## config.mk

```make
export PLATFORM = sky130hd
export DESIGN_NAME = ir_code_pair_expander_unit
export DESIGN_NICKNAME = d
export VERILOG_FILES = /design/src/rtl/icpe_pkg.sv /design/src/rtl/icpe_table.sv /design/src/rtl/ir_code_pair_expander_unit.sv
export SDC_FILE = /design/constraint.sdc
export NUM_CORES = 1
export LEC_CHECK = 0
export BUFFER_PORTS_ARGS = -buffer_cell sky130_fd_sc_hd__clkbuf_2
export CORE_MARGIN = 2
export CORE_UTILIZATION = 25
export DETAILED_ROUTE_END_ITERATION = 10
export GPL_TIMING_DRIVEN = 1
export REMOVE_ABC_BUFFERS = 1
export SYNTH_ARGS = -nofsm -noshare
export SYNTH_HDL_FRONTEND = slang
export SYNTH_SLANG_ARGS = --single-unit
```

## constraint.sdc

```tcl
create_clock -name clk_i -period 8.4 [get_ports clk_i]
set_input_delay 0.42 -clock clk_i [delete_from_list [all_inputs] [get_ports clk_i]]
set_output_delay 0.42 -clock clk_i [all_outputs]
set_load 0.03 [all_outputs]
```

## src/rtl/icpe_pkg.sv

```systemverilog
`timescale 1ns / 1ps
// ----------------------------------------------------------------------------
// icpe_pkg: shared types and constants of the ir code pair expander
// Holds the operation codes, result kinds, sequencer states and field widths.
// ----------------------------------------------------------------------------
package icpe_pkg;

  // field widths of one input beat
  localparam int unsigned OPCODE_W  = 2;
  localparam int unsigned TIDX_W    = 5;
  localparam int unsigned TVAL_W    = 16;
  localparam int unsigned PAIRS_W   = 8;
  localparam int unsigned BPI_W     = 3;
  localparam int unsigned KHZ_W     = 8;
  localparam int unsigned BYTE_W    = 8;

  // field widths of one output beat
  localparam int unsigned KIND_W    = 2;
  localparam int unsigned DUR_W     = 20;
  localparam int unsigned HZ_W      = 18;

  // bit counter of the code byte shifter, holds 0..8
  localparam int unsigned BITCNT_W  = 4;

  typedef enum logic [OPCODE_W-1:0] {
    OP_LOAD  = 2'd0,
    OP_START = 2'd1,
    OP_BYTE  = 2'd2
  } opcode_e;

  typedef enum logic [KIND_W-1:0] {
    RK_TIMING = 2'd0,
    RK_ACCEPT = 2'd1,
    RK_REJECT = 2'd2
  } result_kind_e;

  typedef enum logic [1:0] {
    S_IDLE,
    S_SHIFT,
    S_MARK,
    S_SPACE
  } state_e;

endpackage

```

## src/rtl/icpe_table.sv

```systemverilog
`timescale 1ns / 1ps
// ----------------------------------------------------------------------------
// icpe_table: timing table memory
// One write port and one read port with registered read data.
// ----------------------------------------------------------------------------
module icpe_table
  import icpe_pkg::*;
#(
  parameter int unsigned ADDR_W = 5
) (
  input  logic                clk_i,
  input  logic                wr_en_i,
  input  logic [ADDR_W-1:0]   wr_addr_i,
  input  logic [TVAL_W-1:0]   wr_data_i,
  input  logic [ADDR_W-1:0]   rd_addr_i,
  output logic [TVAL_W-1:0]   rd_data_o
);

  localparam int unsigned DEPTH = 2 ** ADDR_W;

  logic [TVAL_W-1:0] mem_q [DEPTH];
  logic [TVAL_W-1:0] rd_data_q;

  // write port
  always_ff @(posedge clk_i) begin
    if (wr_en_i) begin
      mem_q[wr_addr_i] <= wr_data_i;
    end
  end

  // registered read port
  always_ff @(posedge clk_i) begin
    rd_data_q <= mem_q[rd_addr_i];
  end

  assign rd_data_o = rd_data_q;

endmodule

```

## src/rtl/ir_code_pair_expander_unit.sv

```systemverilog
`timescale 1ns / 1ps
// An accept or reject beat is registered and shown in the cycle after its
// start beat is taken. The mark of an index is read from the table once the
// last bit of that index is shifted and is registered in S_MARK, its space in
// S_SPACE; both wait while the output stalls. A code byte is shifted out in
// S_SHIFT between the pairs that it emits, and its handling ends inside the
// byte when the code ends. A new beat is taken only when idle and the output
// is free, so no new byte is taken before the last one is done.
// Reset clears the sequencer, code state and output valid; the timing table
// is not cleared and reads as undefined until written.
// ----------------------------------------------------------------------------
// ir_code_pair_expander_unit: bit-packed infrared code to mark/space timings
// Shifts each code byte out one bit a cycle in S_SHIFT, gathers table indices
// and looks up mark and space durations, scaled from 10 us units to microseconds.
// ----------------------------------------------------------------------------
module ir_code_pair_expander_unit
  import icpe_pkg::*;
#(
  parameter int unsigned MAX_TIMINGS = 512,
  parameter int unsigned INDEX_BITS  = 4
) (
  input  logic                clk_i,
  input  logic                rst_ni,
  // input channel
  input  logic                in_valid_i,
  output logic                in_stall_o,
  input  logic [OPCODE_W-1:0] opcode_i,
  input  logic [TIDX_W-1:0]   table_index_i,
  input  logic [TVAL_W-1:0]   table_value_i,
  input  logic [PAIRS_W-1:0]  pair_count_i,
  input  logic [BPI_W-1:0]    bits_per_index_i,
  input  logic [KHZ_W-1:0]    carrier_khz_i,
  input  logic [BYTE_W-1:0]   code_byte_i,
  // output channel
  output logic                out_valid_o,
  input  logic                out_stall_i,
  output logic [KIND_W-1:0]   result_kind_o,
  output logic [DUR_W-1:0]    duration_us_o,
  output logic                is_mark_o,
  output logic [HZ_W-1:0]     carrier_hz_o,
  output logic                last_o
);

  localparam int unsigned ADDR_W      = INDEX_BITS + 1;
  localparam int unsigned TABLE_DEPTH = 2 << INDEX_BITS;

  // sequencer and code state
  state_e                  state_q, state_d;
  logic                    active_q, active_d;
  logic [INDEX_BITS-1:0]   acc_q, acc_d;
  logic [BPI_W-1:0]        gathered_q, gathered_d;
  logic [PAIRS_W-1:0]      pairs_q, pairs_d;
  logic [BPI_W-1:0]        width_q, width_d;
  logic [BYTE_W-1:0]       byte_q, byte_d;
  logic [BITCNT_W-1:0]     bits_left_q, bits_left_d;
  logic [ADDR_W-1:0]       rd_addr_q, rd_addr_d;

  // output register
  logic                    out_valid_q, out_valid_d;
  logic [KIND_W-1:0]       kind_q, kind_d;
  logic [DUR_W-1:0]        dur_q, dur_d;
  logic                    mark_q, mark_d;
  logic [HZ_W-1:0]         hz_q, hz_d;
  logic                    last_q, last_d;

  logic                    out_free;
  logic                    in_accept;
  logic                    tbl_wr_en;
  logic [TVAL_W-1:0]       tbl_rd_data;
  logic [INDEX_BITS:0]     acc_shift;
  logic [BPI_W-1:0]        gathered_inc;
  logic                    index_done;
  logic                    start_bad;
  logic [HZ_W-1:0]         khz_ext;
  logic [HZ_W-1:0]         carrier_hz;
  logic [DUR_W-1:0]        rd_scaled;

  // handshake
  assign out_free   = !out_valid_q || !out_stall_i;
  assign in_stall_o = !((state_q == S_IDLE) && out_free);
  assign in_accept  = in_valid_i && !in_stall_o;

  // table write on a load beat inside the table range
  assign tbl_wr_en = in_accept && (opcode_i == OP_LOAD)
                     && (32'(table_index_i) < 32'(TABLE_DEPTH));

  icpe_table #(
    .ADDR_W (ADDR_W)
  ) u_table (
    .clk_i     (clk_i),
    .wr_en_i   (tbl_wr_en),
    .wr_addr_i (ADDR_W'(table_index_i)),
    .wr_data_i (table_value_i),
    .rd_addr_i (rd_addr_d),
    .rd_data_o (tbl_rd_data)
  );

  // one bit a cycle into the index accumulator while in S_SHIFT
  assign acc_shift    = {acc_q, byte_q[BYTE_W-1]};
  assign gathered_inc = gathered_q + 1'b1;
  assign index_done   = (gathered_inc == width_q);

  // start checks and carrier scaling, khz*1000 = khz*1024 - khz*16 - khz*8
  assign start_bad  = (pair_count_i == '0) || (bits_per_index_i == '0)
                      || (32'({pair_count_i, 1'b0}) > 32'(MAX_TIMINGS));
  assign khz_ext    = HZ_W'(carrier_khz_i);
  assign carrier_hz = (khz_ext << 10) - (khz_ext << 4) - (khz_ext << 3);

  // table entry times ten
  assign rd_scaled = (DUR_W'(tbl_rd_data) << 3) + (DUR_W'(tbl_rd_data) << 1);

  // next state
  always_comb begin
    state_d = state_q;
    case (state_q)
      S_IDLE: begin
        if (in_accept && (opcode_i == OP_BYTE) && active_q) begin
          state_d = S_SHIFT;
        end
      end
      S_SHIFT: begin
        if (index_done) begin
          state_d = S_MARK;
        end else if (bits_left_q == BITCNT_W'(1)) begin
          state_d = S_IDLE;
        end
      end
      S_MARK: begin
        if (out_free) begin
          state_d = S_SPACE;
        end
      end
      S_SPACE: begin
        if (out_free) begin
          if ((pairs_q == '0) || (bits_left_q == '0)) begin
            state_d = S_IDLE;
          end else begin
            state_d = S_SHIFT;
          end
        end
      end
      default: state_d = S_IDLE;
    endcase
  end

  // datapath and output register loads
  always_comb begin
    active_d    = active_q;
    acc_d       = acc_q;
    gathered_d  = gathered_q;
    pairs_d     = pairs_q;
    width_d     = width_q;
    byte_d      = byte_q;
    bits_left_d = bits_left_q;
    rd_addr_d   = rd_addr_q;
    out_valid_d = out_valid_q && out_stall_i;
    kind_d      = kind_q;
    dur_d       = dur_q;
    mark_d      = mark_q;
    hz_d        = hz_q;
    last_d      = last_q;
    case (state_q)
      S_IDLE: begin
        if (in_accept) begin
          case (opcode_i)
            OP_START: begin
              acc_d       = '0;
              gathered_d  = '0;
              out_valid_d = 1'b1;
              dur_d       = '0;
              mark_d      = 1'b0;
              last_d      = 1'b0;
              if (start_bad) begin
                active_d = 1'b0;
                pairs_d  = '0;
                width_d  = '0;
                kind_d   = RK_REJECT;
                hz_d     = '0;
              end else begin
                active_d = 1'b1;
                pairs_d  = pair_count_i;
                width_d  = bits_per_index_i;
                kind_d   = RK_ACCEPT;
                hz_d     = carrier_hz;
              end
            end
            OP_BYTE: begin
              if (active_q) begin
                byte_d      = code_byte_i;
                bits_left_d = BITCNT_W'(BYTE_W);
              end
            end
            default: ;
          endcase
        end
      end
      S_SHIFT: begin
        byte_d      = byte_q << 1;
        bits_left_d = bits_left_q - 1'b1;
        if (index_done) begin
          rd_addr_d  = {acc_shift[INDEX_BITS-1:0], 1'b0};
          pairs_d    = pairs_q - 1'b1;
          acc_d      = '0;
          gathered_d = '0;
        end else begin
          acc_d      = acc_shift[INDEX_BITS-1:0];
          gathered_d = gathered_inc;
        end
      end
      S_MARK: begin
        if (out_free) begin
          out_valid_d = 1'b1;
          kind_d      = RK_TIMING;
          dur_d       = rd_scaled;
          mark_d      = 1'b1;
          hz_d        = '0;
          last_d      = 1'b0;
          rd_addr_d   = rd_addr_q | ADDR_W'(1);
        end
      end
      S_SPACE: begin
        if (out_free) begin
          out_valid_d = 1'b1;
          kind_d      = RK_TIMING;
          dur_d       = rd_scaled;
          mark_d      = 1'b0;
          hz_d        = '0;
          last_d      = (pairs_q == '0);
          if (pairs_q == '0) begin
            active_d = 1'b0;
            width_d  = '0;
          end
        end
      end
      default: ;
    endcase
  end

  // control registers
  always_ff @(posedge clk_i or negedge rst_ni) begin
    if (!rst_ni) begin
      state_q     <= S_IDLE;
      active_q    <= 1'b0;
      acc_q       <= '0;
      gathered_q  <= '0;
      pairs_q     <= '0;
      width_q     <= '0;
      bits_left_q <= '0;
      out_valid_q <= 1'b0;
    end else begin
      state_q     <= state_d;
      active_q    <= active_d;
      acc_q       <= acc_d;
      gathered_q  <= gathered_d;
      pairs_q     <= pairs_d;
      width_q     <= width_d;
      bits_left_q <= bits_left_d;
      out_valid_q <= out_valid_d;
    end
  end

  // payload registers
  always_ff @(posedge clk_i) begin
    byte_q    <= byte_d;
    rd_addr_q <= rd_addr_d;
    kind_q    <= kind_d;
    dur_q     <= dur_d;
    mark_q    <= mark_d;
    hz_q      <= hz_d;
    last_q    <= last_d;
  end

  assign out_valid_o   = out_valid_q;
  assign result_kind_o = kind_q;
  assign duration_us_o = dur_q;
  assign is_mark_o     = mark_q;
  assign carrier_hz_o  = hz_q;
  assign last_o        = last_q;

`ifndef NO_ASSERTIONS
  // the byte sequencer only runs inside an active code
  a_busy_active: assert property (@(posedge clk_i) disable iff (!rst_ni)
    (state_q != S_IDLE) |-> active_q)
    else $error("sequencer busy without an active code");

  // gathered bits stay below the index width while a code runs
  a_gather_range: assert property (@(posedge clk_i) disable iff (!rst_ni)
    active_q |-> (gathered_q < width_q))
    else $error("gathered bit count reached the index width");

  // the last flag only marks a space timing
  a_last_space: assert property (@(posedge clk_i) disable iff (!rst_ni)
    (out_valid_o && last_o) |-> ((result_kind_o == RK_TIMING) && !is_mark_o))
    else $error("last flag on a beat that is not a space");

  // a mark beat is always followed by its space
  a_mark_space: assert property (@(posedge clk_i) disable iff (!rst_ni)
    (state_q == S_MARK && out_free) |=> (state_q == S_SPACE))
    else $error("mark emitted without moving on to its space");
`endif

endmodule
```

==> reports/summary.md <==
After synthesis, the most frequently instantiated cells are edfxtp_1, nand2_1, mux2i_1. After synthesis, the largest family of logic cells by area is simple AND/OR/NAND/NOR gates. edfxtp_1 is the most common cell in the netlist. For this run, the leading register cell type out of synthesis is edfxtp_1.

The first global-routing pass estimated 96.1 mm of wire. The sort of element at the start of the critical path is a flip-flop. The area of placed instances was 27000 um^2; the portion of synthesized cell area occupied by the leading cell type was 0.672. The number of distinct library cells after synthesis is 66. During placement, the flow inserted port buffers numbering 93. The run gives 0.123 as the global routing usage summed across all routing layers.

The tools report the clock root buffer as clkbuf_16. In this run the count of I/O pins placed on the die edge is 98. Total setup violations reported at the end of the flow: 0.

From synthesis to final layout, the design area changed by 16.8%. The die is 320 um tall. Proportion of register bits with asynchronous set or reset after synthesis: 0.0414. For the via count of the first global-routing pass, the log shows 14.9k. The finished cells cover 29100 um^2.

Buffers added to address setup during post-CTS repair amount to 0. The power density over the cells works out to 313 nW/um^2. The run gives 15.5k as the total vias in the final route. The simple-gate share of the synthesized area is 0.105, and the largest net degree at the start of global routing is 142.

The tools report the weighted congestion at the end of routability-driven global placement as 0.812. The setup skew after layout is 25.3 ps. The post-synthesis adder-cell area fraction was 0.0222; the antenna diode instance count was 0.

The fraction of final layout cells sized beyond drive strength 1 works out to 0.132. The routed design has 64.2 mm of wire. The classification of the worst-slack hold path is in -> reg. Clock tree synthesis found a total of 604 sinks. The logs give 24900 um^2 for the summed instance area of the synthesized netlist and 0.253 for the initial standard-cell utilization of the core.

Setup repair after global routing left no endpoint under its margin. No sink is reached through more buffers than the 3 on the longest clock path. The share of the clock period used by the worst path after layout works out to 0.552. In the post-synthesis netlist, the biggest area contributors are edfxtp_1, nand2_1, mux2i_1, a32oi_1, dfrtp_1. Each instance of the synthesized netlist takes up on average 13.8 um^2. The first detailed-routing pass ran for 5 iterations.

The final hold violation count is 0. Clock tree synthesis inserted a total of 61 buffers. The wire-length estimate of the detail-placed layout is 38.4 mm. The H-tree was split into 2 levels.

The cell count after synthesis came out at 1810. The logs give 2027 for the count of nets after finishing and 115 for the number of rows created at floorplan. At the pin with the least slew margin, the transition time is 1070 ps.

The final sum of negative setup slack was 0 ps; the worst slew slack as a fraction of its limit was 0.285. TritonCTS built the clock tree. In this run, post-CTS repair resized a total of 0 instances. The die is 320 um wide. Max-cap violations in this run came to 0.

For this run the aggregate overflow at the end of global routing stands at 0. The leakage power of the design was 9.70 nW; the synthesis-stage register bit count was 604. The tools report the violation count after the first detailed-route iteration as 1491. Of all nets on the critical path, the largest fanout is 141. The share of the yosys chip area belonging to registers was 0.714.

Share of the synthesized area in compound gates (AO/OA/AOI/OAI): 0.0810. The final critical delay including setup and external delays is 4640 ps, and the quantity of hold-fixing buffers added after cts is 2. Static timing analysis puts the maximum clock frequency at 216 MHz.

The mux contribution to synthesized area was 0.0443; the worst-case vdd ir drop was 0.000220 V. The count of nets left with antenna violations once routing finished came out at 0. The run finished with clean final reports. For the standard cell core area, the log shows 98600 um^2. At the worst endpoint, the arrival time is 5150 ps. For the number of slew-limit violations in the final report, the log shows 0.

Data on the critical path is required at its endpoint by 8920 ps. The number of antenna violations at the first check in global routing came out at 10. STA classifies the critical path endpoint as a flip-flop.

Number of synthesized flops with an enable pin: 558. The Yosys step of the flow raised 0 warnings. For this run, design rule violations remaining after detail routing come to 0.

Clock-pin slew was measured on the worst setup and hold paths at 60 ps. The synthesized-area fraction occupied by xor and xnor cells works out to 0.00959. The die covers 102000 um^2.

Category of the critical setup timing path: reg -> reg. Dividing the detail-routed wire length by the instance count gives 19.6 um. Using the TritonRoute via totals, the vias-per-cell ratio works out to 4.74. The clock network latency to the later pin of the worst-skew pair was 650 ps.

The run gives 54.1 ps as the worst hold slack across all endpoints. The largest area contributor in the netlist is edfxtp_1.
[final timing paths]
kind                                      startpoint                             to  slack, ps  depth (start not counted)
setup / recovery           gathered_q[0]$_DFFE_PN0P_  u_table.rd_data_o[10]$_DFF_P_       3760                         11
hold / removal                       pair_count_i[7]         pairs_q[7]$_DFFE_PN0P_         50                          3
setup reg to reg           gathered_q[0]$_DFFE_PN0P_  u_table.rd_data_o[10]$_DFF_P_       3760                         11
min in group asynchronous                     rst_ni         pairs_q[5]$_DFFE_PN0P_        360                          2
hold reg to reg            gathered_q[2]$_DFFE_PN0P_      gathered_q[2]$_DFFE_PN0P_        520                          1
max in group asynchronous                     rst_ni      gathered_q[1]$_DFFE_PN0P_       7590                          2
[where the power goes]
group / internal (mW) / switching, mW / leakage [nW]
Sequential: 3.55 / 0.162 / 5.52
Combinational: 0.873 / 1.72 / 3.18
Clock: 1.64 / 1.17 / 1.01
Total: 6.06 / 3.06 / 9.70
[final cells by class]
cell class | count | area, um^2
repair buffers | 145 | 873
well taps | 1287 | 1610
clock buffers | 73 | 1590
multi-input cells | 1078 | 6580
inverters | 40 | 163
flip-flops and latches | 604 | 17800
fillers | 9788 | 69500
clock inverters | 42 | 494
[metal layers]
metal	part of all wire	GRT usage	vias up	routed length, um
li1	-	-	7079	-
met1	0.45	0.171	7723	28800
met2	0.45	0.192	566	28700
met3	0.083	0.0282	102	5340
met4	0.019	0.0330	20	1220
met5	0.0018	0	-	116
[critical path: stages (launching register included)]
cell and delay, ps:
dfrtp_1 430, ha_1 360, xor2_1 220, o31ai_1 530, a21oi_2 160, nor2_4 500, clkinv_8 690, buf_12 510
mux2i_1 180, a32oi_1 180, a31oi_1 230, nor4_1 340
[sequential cells by signal, indices dropped and copies added, names as in the netlist, 2 cells and up, named ones only]
| signal | flops |
|---|---|
| duration_us_o | 19 |
| u_table.rd_data_o | 16 |
| gathered_q | 3 |
| result_kind_o | 2 |
| byte_q | 8 |
| carrier_hz_o | 15 |
| pairs_q | 8 |
| bits_left_q | 4 |
| u_table.mem_q | 512 |
| rd_addr_q | 5 |
| acc_q | 3 |
| width_q | 3 |
[cells by family after synthesis]
family	after synthesis
flops	604
other cells	1
mux	109
compound gates	284
buf+inv	131
xor+xnor	24
simple gates	614
fa+ha+maj	43
[per-stage QoR]
stage | cells | power, mW | util | worst slack, ps
after floorplan | 1722 | 5.56 | - | -3870
after global placement | 3152 | 6.36 | 0.274 | 3950
after detailed placement | 3152 | 6.38 | 0.274 | 3880
after CTS | 3269 | 9.21 | 0.295 | 3860
after global routing | 3269 | 9.58 | 0.295 | 3400
final | 3269 | 9.12 | 0.295 | 3760
[placed cells by master (no fill, tap or decap), types with 5 or more instances in the layout]
| cell | instances |
|---|---|
| clkbuf_16 | 62 |
| clkinv_1 | 14 |
| dfrtp_1 | 25 |
| nor3_1 | 17 |
| nor2_1 | 89 |
| buf_4 | 49 |
| a31oi_1 | 37 |
| clkbuf_1 | 11 |
| dfxtp_1 | 21 |
| bufinv_16 | 9 |
| a32oi_1 | 94 |
| a21boi_0 | 7 |
| xor2_1 | 7 |
| mux2_2 | 11 |
| or2_2 | 5 |
| mux2i_1 | 98 |
| clkinv_2 | 9 |
| o21ai_0 | 34 |
| clkbuf_2 | 93 |
| a21oi_1 | 60 |
| nand2_1 | 357 |
| ha_1 | 41 |
| inv_1 | 38 |
| a21o_1 | 8 |
| a22o_1 | 6 |
| nor4_1 | 19 |
| or3_1 | 7 |
| nand3_1 | 78 |
| nor2b_1 | 9 |
| edfxtp_1 | 558 |
| xnor2_1 | 15 |
| nand2b_1 | 8 |
Note: power is estimated with default switching activity, not from simulation.
